===== src/gpte_pkg.sv =====
// Package with the character codes, budget constants and decimal split for the grey-map encoder.
`default_nettype none

package gpte_pkg;

  localparam int MaxBytes = 6;

  localparam logic [7:0] CharZero  = 8'd48;
  localparam logic [7:0] CharSpace = 8'd32;
  localparam logic [7:0] CharLf    = 8'd10;

  localparam logic signed [7:0] BudgetRowStart  = 8'sd70;
  localparam logic signed [7:0] BudgetAfterWrap = 8'sd69;

  typedef logic [7:0] octet_t;

  typedef struct packed {
    logic [1:0] hundreds;
    logic [3:0] tens;
    logic [3:0] ones;
  } dec_digits_t;

  // Splits an 8-bit value into decimal digits. The hundreds come from two
  // compares; the tens from a multiply by 205/2048, exact below 100.
  function automatic dec_digits_t split_decimal(input logic [7:0] value);
    dec_digits_t d;
    logic [6:0]  rem;
    logic [14:0] prod;
    if (value >= 8'd200) begin
      d.hundreds = 2'd2;
      rem        = 7'(value - 8'd200);
    end else if (value >= 8'd100) begin
      d.hundreds = 2'd1;
      rem        = 7'(value - 8'd100);
    end else begin
      d.hundreds = 2'd0;
      rem        = value[6:0];
    end
    prod   = 15'(rem) * 15'd205;
    d.tens = prod[14:11];
    d.ones = 4'(rem - 7'(d.tens) * 7'd10);
    return d;
  endfunction

endpackage

`default_nettype wire


===== src/greymap_pixel_text_encoder_unit.sv =====
// Top level of the grey-map pixel encoder: binary pass-through or decimal text with line wrapping.
`default_nettype none

// Channel   Direction  Handshake             Payload
// input     in         in_valid / in_ready   pixel[7:0], row_end
// output    out        out_valid / out_ready out_byte[7:0], last
// config    in         cfg_wen (no wait)     cfg_wdata (ascii_mode)
//
// An accepted pixel is decoded in the same cycle into its full byte sequence,
// which is loaded into a six-entry output shift register; the first byte is
// offered on the next cycle. The output port carries one byte per cycle while
// out_ready is high; a pixel is one byte in binary mode, 2 to 6 in text mode.
// A new pixel is taken in the cycle its predecessor's final byte leaves, so
// transactions follow back to back. Reset (rst, synchronous) clears the mode
// to binary, the line budget to 70 and empties the output register. An output
// stall simply holds the shift register and, with it, the input side.

module greymap_pixel_text_encoder_unit
  import gpte_pkg::*;
(
  input  wire logic       clk,
  input  wire logic       rst,

  input  wire logic       cfg_wen,
  input  wire logic       cfg_wdata,

  input  wire logic       in_valid,
  output logic            in_ready,
  input  wire logic [7:0] pixel,
  input  wire logic       row_end,

  output logic            out_valid,
  input  wire logic       out_ready,
  output logic [7:0]      out_byte,
  output logic            last
);

  // Configuration and line state.
  logic              ascii_mode;
  logic signed [7:0] line_budget;
  logic signed [7:0] line_budget_next;

  // Output shift register: entry 0 is the byte on offer, remaining counts
  // the bytes of the current transaction still to be delivered.
  octet_t     bytes [MaxBytes];
  logic [2:0] remaining;

  // Decoded sequence for the pixel at the input.
  octet_t      seq_bytes [MaxBytes];
  logic [2:0]  seq_count;
  dec_digits_t digits;
  logic        wrap;
  logic signed [7:0] budget_base;
  logic signed [7:0] cost;

  logic in_take;
  logic out_take;

  assign out_valid = (remaining != 3'd0);
  assign last      = (remaining == 3'd1);
  assign out_byte  = bytes[0];
  assign out_take  = out_valid && out_ready;

  // The input is free when nothing is held, or when the final byte of the
  // held transaction is leaving in this cycle.
  assign in_ready  = (remaining == 3'd0) || (last && out_ready);
  assign in_take   = in_valid && in_ready;

  assign digits = split_decimal(pixel);

  // A negative budget means the previous line ran long: break it first.
  assign wrap        = line_budget[7];
  assign budget_base = wrap ? BudgetAfterWrap : line_budget;

  always_comb begin
    // Digit count plus the trailing space.
    if (digits.hundreds != 2'd0) begin
      cost = 8'sd4;
    end else if (digits.tens != 4'd0) begin
      cost = 8'sd3;
    end else begin
      cost = 8'sd2;
    end
    if (row_end) begin
      line_budget_next = BudgetRowStart;
    end else begin
      line_budget_next = budget_base - cost;
    end
  end

  // Builds the byte sequence in delivery order: optional wrap line feed,
  // digits without leading zeros, a space, optional row-end line feed.
  always_comb begin
    for (int i = 0; i < MaxBytes; i++) begin
      seq_bytes[i] = '0;
    end
    seq_count = 3'd0;
    if (!ascii_mode) begin
      seq_bytes[0] = pixel;
      seq_count    = 3'd1;
    end else begin
      if (wrap) begin
        seq_bytes[seq_count] = CharLf;
        seq_count            = seq_count + 3'd1;
      end
      if (digits.hundreds != 2'd0) begin
        seq_bytes[seq_count] = CharZero + {6'd0, digits.hundreds};
        seq_count            = seq_count + 3'd1;
      end
      if (digits.hundreds != 2'd0 || digits.tens != 4'd0) begin
        seq_bytes[seq_count] = CharZero + {4'd0, digits.tens};
        seq_count            = seq_count + 3'd1;
      end
      seq_bytes[seq_count] = CharZero + {4'd0, digits.ones};
      seq_count            = seq_count + 3'd1;
      seq_bytes[seq_count] = CharSpace;
      seq_count            = seq_count + 3'd1;
      if (row_end) begin
        seq_bytes[seq_count] = CharLf;
        seq_count            = seq_count + 3'd1;
      end
    end
  end

  // Control state.
  always_ff @(posedge clk) begin
    if (rst) begin
      ascii_mode  <= 1'b0;
      line_budget <= BudgetRowStart;
      remaining   <= 3'd0;
    end else begin
      if (cfg_wen) begin
        ascii_mode <= cfg_wdata;
      end
      if (in_take) begin
        remaining <= seq_count;
        // In binary mode the budget is left exactly as it was.
        if (ascii_mode) begin
          line_budget <= line_budget_next;
        end
      end else if (out_take) begin
        remaining <= remaining - 3'd1;
      end
    end
  end

  // Payload: loaded on a new transaction, shifted one byte per delivered byte.
  always_ff @(posedge clk) begin
    if (in_take) begin
      for (int i = 0; i < MaxBytes; i++) begin
        bytes[i] <= seq_bytes[i];
      end
    end else if (out_take) begin
      for (int i = 0; i < MaxBytes - 1; i++) begin
        bytes[i] <= bytes[i + 1];
      end
      bytes[MaxBytes - 1] <= '0;
    end
  end

endmodule

`default_nettype wire


===== config.mk =====
export PLATFORM = sky130hd
export DESIGN_NAME = greymap_pixel_text_encoder_unit
export DESIGN_NICKNAME = d
export VERILOG_FILES = /design/src/gpte_pkg.sv /design/src/greymap_pixel_text_encoder_unit.sv
export SDC_FILE = /design/constraint.sdc
export NUM_CORES = 1
export LEC_CHECK = 0
export ABC_AREA = 1
export CAP_MARGIN = 40
export CORE_UTILIZATION = 55
export DETAILED_ROUTE_END_ITERATION = 8
export DONT_BUFFER_PORTS = 1
export PLACE_DENSITY_LB_ADDON = 0.08
export SYNTH_ARGS = -nofsm -noshare
export SYNTH_HDL_FRONTEND = slang
export SYNTH_SLANG_ARGS = --single-unit

===== constraint.sdc =====
create_clock -name clk -period 6.3 [get_ports clk]
set_input_delay 0.315 -clock clk [delete_from_list [all_inputs] [get_ports clk]]
set_output_delay 0.315 -clock clk [all_outputs]
set_load 0.05 [all_outputs]

==> out/results.ini, run 1 <==
[sta]
fin_skew_ps = 10.6
tns_ps = 0
finalCriticalPeriod_ps = 5970
fmax_mhz = 167
worst_pin_slew_ps = 523
slew_violations = 0
finalHoldViolCount = 0
post-route-period-util = 0.948
maxSlewHeadroom = 0.650
setup_viol = 0
whs_ps = 66.9

[yosys]
synthArstFlopShare = 0
synth_cells = 564
synth_most_common_cell = nand2_1
synth_nets = 642
synthFlopType = edfxtp_1
synth.avg_cell_area_um2 = 7.92
synth_area_leader_cell = edfxtp_1
synth_area_leaders = edfxtp_1, ha_1, nand2_1, inv_1, dfxtp_1
synth_top_area_frac = 0.255
syn-cell-area_um2 = 4470
synth_cell_type_count = 45
synth_edf_count = 38
synth_top_cells_by_count = nand2_1, inv_1, ha_1
ys_warn_count = 0
synth-seq-cells = 50
yosysSeqAreaShare = 0.309

[drt]
wire_per_inst_um = 15.4
vias = 3824
met3WireLength_um = 646
drcViolationCount = 0
wl_met2_um = 5050
highest-signal-layer = met4
totalWireLength_um = 10500
met1_length_um = 4640
dr.pass1.iters = 5
drtIter0Drc = 257
via_per_inst = 5.60
antenna_left = 0

[worst_setup_path]
cpPeakStageDelay_ps = 560
crit_fanout = 6
reg2reg_from = remaining[0]
cp.arrival_ps = 6010
r2r_cells = 14
slowest_stage = fa_2
cp.required_ps = 6340
r2r_setup_slack_ps = 2940
cp_common_cell = inv_1
crit_path_end_kind = register
start_kind = input port
crit_type = in2reg
crit_path_start = pixel[2]
r2r-end = bytes[4][2]

[min_path]
worstHoldPathCells = 1
hold_class = in2reg
holdPathEnd = line_budget[5]
hp-start = rst

[global_route]
grt_pass1_wl_um = 17600
overflow = 0
antenna_found_initial = 0
grt_pass1_vias = 3762
grt_max_degree = 41
grt.total_usage = 0.262

[cells_and_area]
layout-drive-gt1-share = 0.145
n_antenna_cell = 0
area_growth_pct = 9.22
nets = 658
nFillCells = 696

[clock_network]
clkTransAtPathRegs_ps = 90
clock_path_buffers = 2
clock_latency_ps = 300
cts_tree = yes
cts_root_buffer = clkbuf_8
cts_buffers = 5
htree_levels = 2
cts_sinks = 50

[floorplanning]
row_count = 32
die_x_um = 92.1
dieArea_um2 = 8490
core_area_um2 = 7810
die_h_um = 92.1
start_util = 0.572
top_level_ports = 26

[placed_design]
place.gp.congestion = 1.00
portBuffers = 0
dp.final_hpwl_um = 8410

[pwr]
power_density_nw_per_um2 = 499
total_power_uw = 2430
vdd_drop_max_mv = 0.370
p_leak_uw = 0.00226

[outcome]
outcome = complete, no violations

[job]
drv_cap = 0

[cells by family (layout without fill, tap and decap cells)]
family / after synthesis / after routing / share of synthesized area
fa+ha+maj: 63 / 63 / 0.195
simple gates: 255 / 255 / 0.273
buf+inv: 95 / 112 / 0.0807
compound gates: 88 / 88 / 0.117
xor+xnor: 11 / 11 / 0.0216
flops: 50 / 50 / 0.309
mux: 2 / 2 / 0.00448
[cell usage in the layout, fill, tap and decap left out, types with 4 or more instances in the layout]
| master | n |
|---|---|
| a21oi_1 | 27 |
| buf_4 | 16 |
| clkbuf_8 | 5 |
| dfxtp_1 | 12 |
| edfxtp_1 | 38 |
| fa_1 | 10 |
| ha_1 | 49 |
| inv_1 | 73 |
| inv_2 | 11 |
| nand2_1 | 138 |
| nand2_2 | 9 |
| nand2_4 | 9 |
| nand3_1 | 34 |
| nand4_1 | 6 |
| nor2_1 | 38 |
| nor2_2 | 4 |
| o211ai_1 | 12 |
| o21ai_0 | 22 |
| o21ai_1 | 10 |
| xor2_1 | 6 |
[cell type report]
cell class                 instances  area, µm²  area share
timing repair buffer              16        120      0.0246
multi-input combinational        419       2820       0.579
clock inverter                     3       16.3     0.00333
inverter                          88        340      0.0698
tap                              102        128      0.0262
clock buffer                       5       68.8      0.0141
sequential                        50       1380       0.283
[where the power goes]
part           total (µW)  internal, µW  leakage [µW]  switching (µW)
registers             669           544      0.000481             125
clock network         182          75.9     0.0000377             106
logic                1580           515       0.00174            1070
[state kept, by name, indices dropped and copies added, names as in the netlist]
signal       flops
bytes           38
line_budget      8
remaining        3
ascii_mode       1
[timing repair]
action	4_1_cts	5_1_grt
setup endpoints to repair	0	32
resized for setup	0	17
hold buffers	0	0
hold endpoints to repair	0	0
setup buffers	0	1
[layer usage]
layer  up-vias  track usage
li1       1905            -
met1      1782        0.335
met2       121        0.460
met3        16       0.0332
met4         0       0.0781
met5         -            0
[critical path: cells and delay by family]
family | cells | cell delay (ps)
fa+ha+maj | 8 | 2880
buf+inv | 8 | 630
compound gates | 5 | 720
xor+xnor | 1 | 210
simple gates | 11 | 1270
[worst max path at each step]
stage	end	slack, ps	cells after the start
6_report	bytes[0][0]	330	33
5_1_grt	bytes[1][1]	-4	34
4_1_cts	bytes[0][0]	180	34
3_5_place_dp	bytes[0][0]	-130	34
3_3_place_gp	bytes[0][0]	-20	34
2_1_floorplan	bytes[1][0]	50	36
[metrics by stage]
stage | setup slack (ps) | area, µm² | util | instances
detailed placement | -133 | 4700 | 0.602 | 674
finish | 328 | 4880 | 0.625 | 683
global route | -4.36 | 4880 | 0.625 | 683
floorplan | 52.3 | 4490 | - | 564
global placement | -15.0 | 4700 | 0.601 | 673
CTS | 178 | 4790 | 0.613 | 682
(Power assumes the default switching activity.)
==> run 2: changes to the inputs <==
--- a/config.mk
+++ b/config.mk
@@ -7,7 +7,7 @@
 export LEC_CHECK = 0
 export ABC_AREA = 1
 export CAP_MARGIN = 40
-export CORE_UTILIZATION = 55
+export CORE_UTILIZATION = 50
 export DETAILED_ROUTE_END_ITERATION = 8
 export DONT_BUFFER_PORTS = 1
 export PLACE_DENSITY_LB_ADDON = 0.08
==> run 2 against run 1 <==
Compared with the run above: clock-buffer cell count is the same; maximum frequency decreased by 0.31%; utilization is 6.2 points lower; via count about the same; cell count increased by 1.0%; first-iteration DRC count decreased by 25%; combinational power is essentially flat; global-route usage shrank 2.0 points; largest cell class unchanged.
==> out/results.ini, run 2 (same netlist as run 1, synthesis figures left out) <==
[worst_setup_path]
cp_common_cell = inv_1
crit_fanout = 6  ; unchanged
crit_type = in2reg
cpPeakStageDelay_ps = 510  ; -50 ps
crit_path_end_kind = register
slowest_stage = fa_1
cp.arrival_ps = 6050  ; +40 ps
start_kind = input port
cp.required_ps = 6360  ; +20 ps

[floorplanning]
dieArea_um2 = 9320  ; +9.8%
die_x_um = 96.5  ; +4.8%
top_level_ports = 26  ; unchanged
start_util = 0.515  ; -0.0574
die_h_um = 96.5  ; +4.8%
core_area_um2 = 8680  ; +11%
row_count = 34  ; +6.3%

[drt]
dr.pass1.iters = 5  ; unchanged
drtIter0Drc = 193  ; -25%
via_per_inst = 5.54  ; -0.99%
drcViolationCount = 0  ; unchanged
wire_per_inst_um = 15.4  ; +0.50%
antenna_left = 0  ; unchanged
totalWireLength_um = 10700  ; +1.5%
vias = 3825  ; +0.026%

[global_route]
overflow = 0  ; unchanged
grt_pass1_wl_um = 17000  ; -3.0%
grt_pass1_vias = 3547  ; -5.7%
grt.total_usage = 0.242  ; -0.0202
grt_max_degree = 40  ; -2.4%
antenna_found_initial = 0  ; unchanged

[sta]
post-route-period-util = 0.951  ; +0.00296
worst_pin_slew_ps = 546  ; +22.3 ps
finalHoldViolCount = 0  ; unchanged
fmax_mhz = 167  ; -0.31%
slew_violations = 0  ; unchanged
tns_ps = 0  ; unchanged
setup_viol = 0  ; unchanged
finalCriticalPeriod_ps = 5990  ; +18.6 ps
fin_skew_ps = 24.7  ; +14.1 ps
maxSlewHeadroom = 0.635  ; -0.0149

[cells_and_area]
largest_reg_flops = 38  ; unchanged
utilization = 0.563  ; -0.0617
n_antenna_cell = 0  ; unchanged
final_common_cell = nand2_1
final_cell_mix = nand2_1, inv_1, ha_1
nFillCells = 815  ; +17%
top_regs = bytes (38), line_budget (8), remaining (3)
area_growth_pct = 9.41
nets = 659  ; +0.15%
top_register = bytes
layout-drive-gt1-share = 0.149  ; +0.00491

[pwr]
p_leak_uw = 0.00227  ; +0.69%
p_sw_frac = 0.535  ; +0.00163
seqPwrFrac = 0.273  ; -0.002
p_switching_uw = 1310  ; +0.82%
clockPowerShare = 0.088  ; +0.013
power.internal_uw = 1140  ; +0.16%
power_density_nw_per_um2 = 501  ; +0.33%
vdd_drop_max_mv = 0.555  ; +50%
total_power_uw = 2450  ; +0.51%
p_comb_frac = 0.639  ; -0.011

[placed_design]
portBuffers = 0  ; unchanged
place.gp.congestion = 0.969  ; -3.4%
dp.final_hpwl_um = 8360  ; -0.64%

[clock_network]
htree_levels = 2  ; unchanged
cts_sinks = 50  ; unchanged
cts_root_buffer = clkbuf_8
cts_tree = yes
clkTransAtPathRegs_ps = 130  ; +40 ps
clock_path_buffers = 2  ; unchanged
cts_buffers = 5  ; unchanged
clock_latency_ps = 330  ; +30 ps
hold_buffers = 0  ; unchanged

[min_path]
hold_class = in2reg

[outcome]
outcome = complete, no violations

[job]
drv_cap = 0  ; unchanged

[run 2: changes by cell type in the layout (fill, tap and decap cells not counted), sizes merged]
| cell | before | now |
|---|---|---|
| buf | 16 | 17 |
| clkinv | 2 | 3 |
| clkinvlp | 4 | 2 |
| inv | 85 | 86 |
[run 2: path summary, 6_finish.rpt]
kind / startpoint / endpoint / slack [ps] / cells past startpoint
min reg2reg: line_budget[0] / line_budget[0] / 460 / 2
min: rst / line_budget[0] / 30 / 1
max: pixel[3] / bytes[0][0] / 310 / 35
max reg2reg: remaining[0] / bytes[4][5] / 2950 / 14
[run 2: cell type report]
type	instances	area [µm²]	share of cell area
multi-input cells	419	2810	0.574
clock buffers	5	68.8	0.0141
flip-flops and latches	50	1380	0.283
well taps	108	135	0.0276
clock inverters	3	28.8	0.00589
repair buffers	17	128	0.0261
inverters	88	340	0.0696
[run 2: power groups by stage]
stage	Combinational (µW)	Clock [µW]	Sequential, µW
after detailed placement	1500	0	677
final	1560	216	668
after global placement	1480	0	675
after CTS	1510	220	669
after floorplan	1120	0	672
after global routing	1730	227	687
[run 2: per-stage QoR]
stage                     hold slack, ps  instance area [µm²]  setup WS (ps)  std cells
after floorplan                      441                 4490           52.3        564
after global placement               386                 4690           42.2        677
after detailed placement             387                 4700          -94.2        678
after CTS                           27.8                 4790            225        686
after global routing                39.0                 4890          -26.2        690
final                               27.1                 4890            309        690
[run 2: repair_timing]
item	CTS	global route
endpoints found under the setup margin	0	35
hold endpoints to repair	0	0
gates resized for setup	0	15
setup buffers	0	4
[run 2: per-layer routing]
layer  wire length, µm  GRT usage  up-vias
li1                  -          -     1913
met1              4920      0.315     1777
met2              5000      0.404      117
met3               529     0.0407       18
met4               205     0.0809        0
met5                 0          0        -
[run 2: worst max-delay path, delay by kind of cell]
kind	cells	cell delay [ps]
xor gates and xnor gates	1	140
adders and majority gates	8	2720
and+or+nand+nor	14	1590
buffers and inverters	8	620
AOI/OAI and AO/OA	4	680
==> run 3: changes to the inputs <==
--- a/config.mk
+++ b/config.mk
@@ -10,6 +10,7 @@
 export CORE_UTILIZATION = 50
 export DETAILED_ROUTE_END_ITERATION = 8
 export DONT_BUFFER_PORTS = 1
+export GPL_TIMING_DRIVEN = 0
 export PLACE_DENSITY_LB_ADDON = 0.08
 export SYNTH_ARGS = -nofsm -noshare
 export SYNTH_HDL_FRONTEND = slang
==> run 3 against run 2 <==
Compared with the run above: flip-flop and latch count stayed put; sequential share of layout area is 1.9 points lower; via count is 1.2% higher; global-route usage is 0.46 points higher; first-iteration DRC count is 44% higher; critical path depth is 1 higher; wire length is 5.6% higher; clock-buffer cell count stayed put; combinational power is 15% higher; die area stayed put; critical endpoint is now bytes[3][2].
==> out/results.ini, run 3 (same netlist as run 1, synthesis figures left out) <==
[outcome]
outcome = complete, no violations

[global_route]
grt_pass1_vias = 3690  ; +4.0%
overflow = 0  ; unchanged
antenna_found_initial = 0  ; unchanged
grt.total_usage = 0.246  ; +0.00456
grt_max_degree = 39  ; -2.5%
grt_pass1_wl_um = 17400  ; +2.0%

[min_path]
worstHoldPathCells = 2  ; +1
hold_class = in2reg

[placed_design]
portBuffers = 0  ; unchanged
place.gp.congestion = 0.974  ; +0.57%
dp.final_hpwl_um = 8230  ; -1.5%
place_ws_ps = -827  ; -733 ps
place_area_um2 = 4650  ; -0.88%

[cells_and_area]
top_regs = bytes (38), line_budget (8), remaining (3)
fin_area_um2 = 5230  ; +7.1%
utilization = 0.603  ; +0.0398
largest_reg_flops = 38  ; unchanged
final_common_cell = nand2_1
n_antenna_cell = 0  ; unchanged
final_cell_mix = nand2_1, inv_1, ha_1
area_growth_pct = 17.1
nets = 675  ; +2.4%
nFillCells = 791  ; -2.9%
top_register = bytes
layout-drive-gt1-share = 0.206  ; +0.0562

[pwr]
clockPowerShare = 0.081  ; -0.007
p_leak_uw = 0.00235  ; +3.5%
vdd_drop_max_mv = 0.430  ; -23%
power.internal_uw = 1260  ; +11%
p_comb_frac = 0.669  ; +0.030
p_switching_uw = 1410  ; +7.4%
p_sw_frac = 0.527  ; -0.00794
seqPwrFrac = 0.250  ; -0.023
power_density_nw_per_um2 = 510  ; +1.8%

[sta]
maxSlewHeadroom = 0.592  ; -0.0434
timing.final.ws_setup_ps = 224  ; -84.9 ps
worst_pin_slew_ps = 610  ; +64.8 ps
setup_viol = 0  ; unchanged
finalHoldViolCount = 0  ; unchanged
fin_skew_ps = 12.5  ; -12.2 ps
fmax_mhz = 165  ; -1.4%
slew_violations = 0  ; unchanged
post-route-period-util = 0.964  ; +0.0135
finalCriticalPeriod_ps = 6080  ; +84.9 ps

[clock_network]
cts_tree = yes
clock_latency_ps = 320  ; about the same
clkTransAtPathRegs_ps = 110  ; -20 ps
clock_path_buffers = 2  ; unchanged
cts_sinks = 50  ; unchanged
htree_levels = 2  ; unchanged
cts_root_buffer = clkbuf_8
hold_buffers = 0  ; unchanged
cts_buffers = 5  ; unchanged

[drt]
drtIter0Drc = 277  ; +44%
via_per_inst = 5.48  ; -1.1%
vias = 3872  ; +1.2%
wire_per_inst_um = 15.9  ; +3.2%
totalWireLength_um = 11300  ; +5.6%
drcViolationCount = 0  ; unchanged
dr.pass1.iters = 4  ; -1
antenna_left = 0  ; unchanged

[worst_setup_path]
crit_fanout = 9  ; +3
cp.depth = 36  ; +2.9%
crit_type = in2reg
slowest_stage = fa_1
r2r_cells = 12  ; -2
path_buf_inv = 11  ; +3
crit_path_end_kind = register
cp_common_cell = inv_1
cpPeakStageDelay_ps = 510  ; about the same
crit_family = adder cells
cp.arrival_ps = 6150  ; +100 ps
cp.required_ps = 6380  ; +20 ps
start_kind = input port

[floorplanning]
die_x_um = 96.5  ; unchanged
row_count = 34  ; unchanged
start_util = 0.515  ; unchanged
core_area_um2 = 8680  ; unchanged
top_level_ports = 26  ; unchanged
die_h_um = 96.5  ; unchanged
dieArea_um2 = 9320  ; unchanged

[job]
drv_cap = 0  ; unchanged

-- run 3: cell types whose count changed in the layout (fill, tap and decap cells not counted), moves of 4 or more --
cell,before,now
buf_4,17,25
ha_1,49,41
ha_4,2,10
clkbuf_1,0,5
nand2_1,137,133
-- run 3: final cells by class --
type / instances / area (µm²) / area share
clock inverters: 3 / 28.8 / 0.00550
well taps: 108 / 135 / 0.0258
clock buffers: 5 / 68.8 / 0.0132
plain buffers: 7 / 35.0 / 0.00670
multi-input cells: 419 / 3020 / 0.577
flip-flops and latches: 50 / 1380 / 0.264
repair buffers: 26 / 208 / 0.0397
inverters: 88 / 355 / 0.0679
-- run 3: repair_timing --
item | CTS | global route
endpoints found under the setup margin | 32 | 33
gates resized for setup | 10 | 50
pin swaps | 7 | 27
setup buffers | 4 | 20
-- run 3: power by group through the flow --
stage | clock [µW] | sequential (µW) | combinational [µW]
2_1_floorplan | 0 | 672 | 1120
3_3_place_gp | 0 | 681 | 1430
3_5_place_dp | 0 | 676 | 1480
4_1_cts | 217 | 668 | 1500
5_1_grt | 229 | 685 | 1990
6_report | 216 | 667 | 1790
-- run 3: final timing paths --
path	to	startpoint	slack [ps]
worst max-delay path	bytes[3][2]	pixel[2]	220
worst min-delay path	ascii_mode	cfg_wdata	160
worst max register to register	bytes[4][2]	remaining[0]	3030
worst min register to register	line_budget[4]	line_budget[4]	470
-- run 3: metrics by stage --
step | setup TNS (ps) | cells | hold WS (ps) | power [µW]
6_report | 0 | 706 | 159 | 2670
5_1_grt | -445 | 706 | 182 | 2900
4_1_cts | 0 | 686 | 162 | 2380
3_5_place_dp | -21700 | 674 | 457 | 2150
3_3_place_gp | -17740 | 672 | 448 | 2110
2_1_floorplan | 0 | 564 | 441 | 1790
-- run 3: layer usage --
metal  vias to the layer above  GRT usage  wire [µm]
li1                       1946          -          -
met1                      1809      0.316       4970
met2                       101      0.430       5540
met3                        16     0.0446        602
met4                         0     0.0539        138
met5                         -          0          0
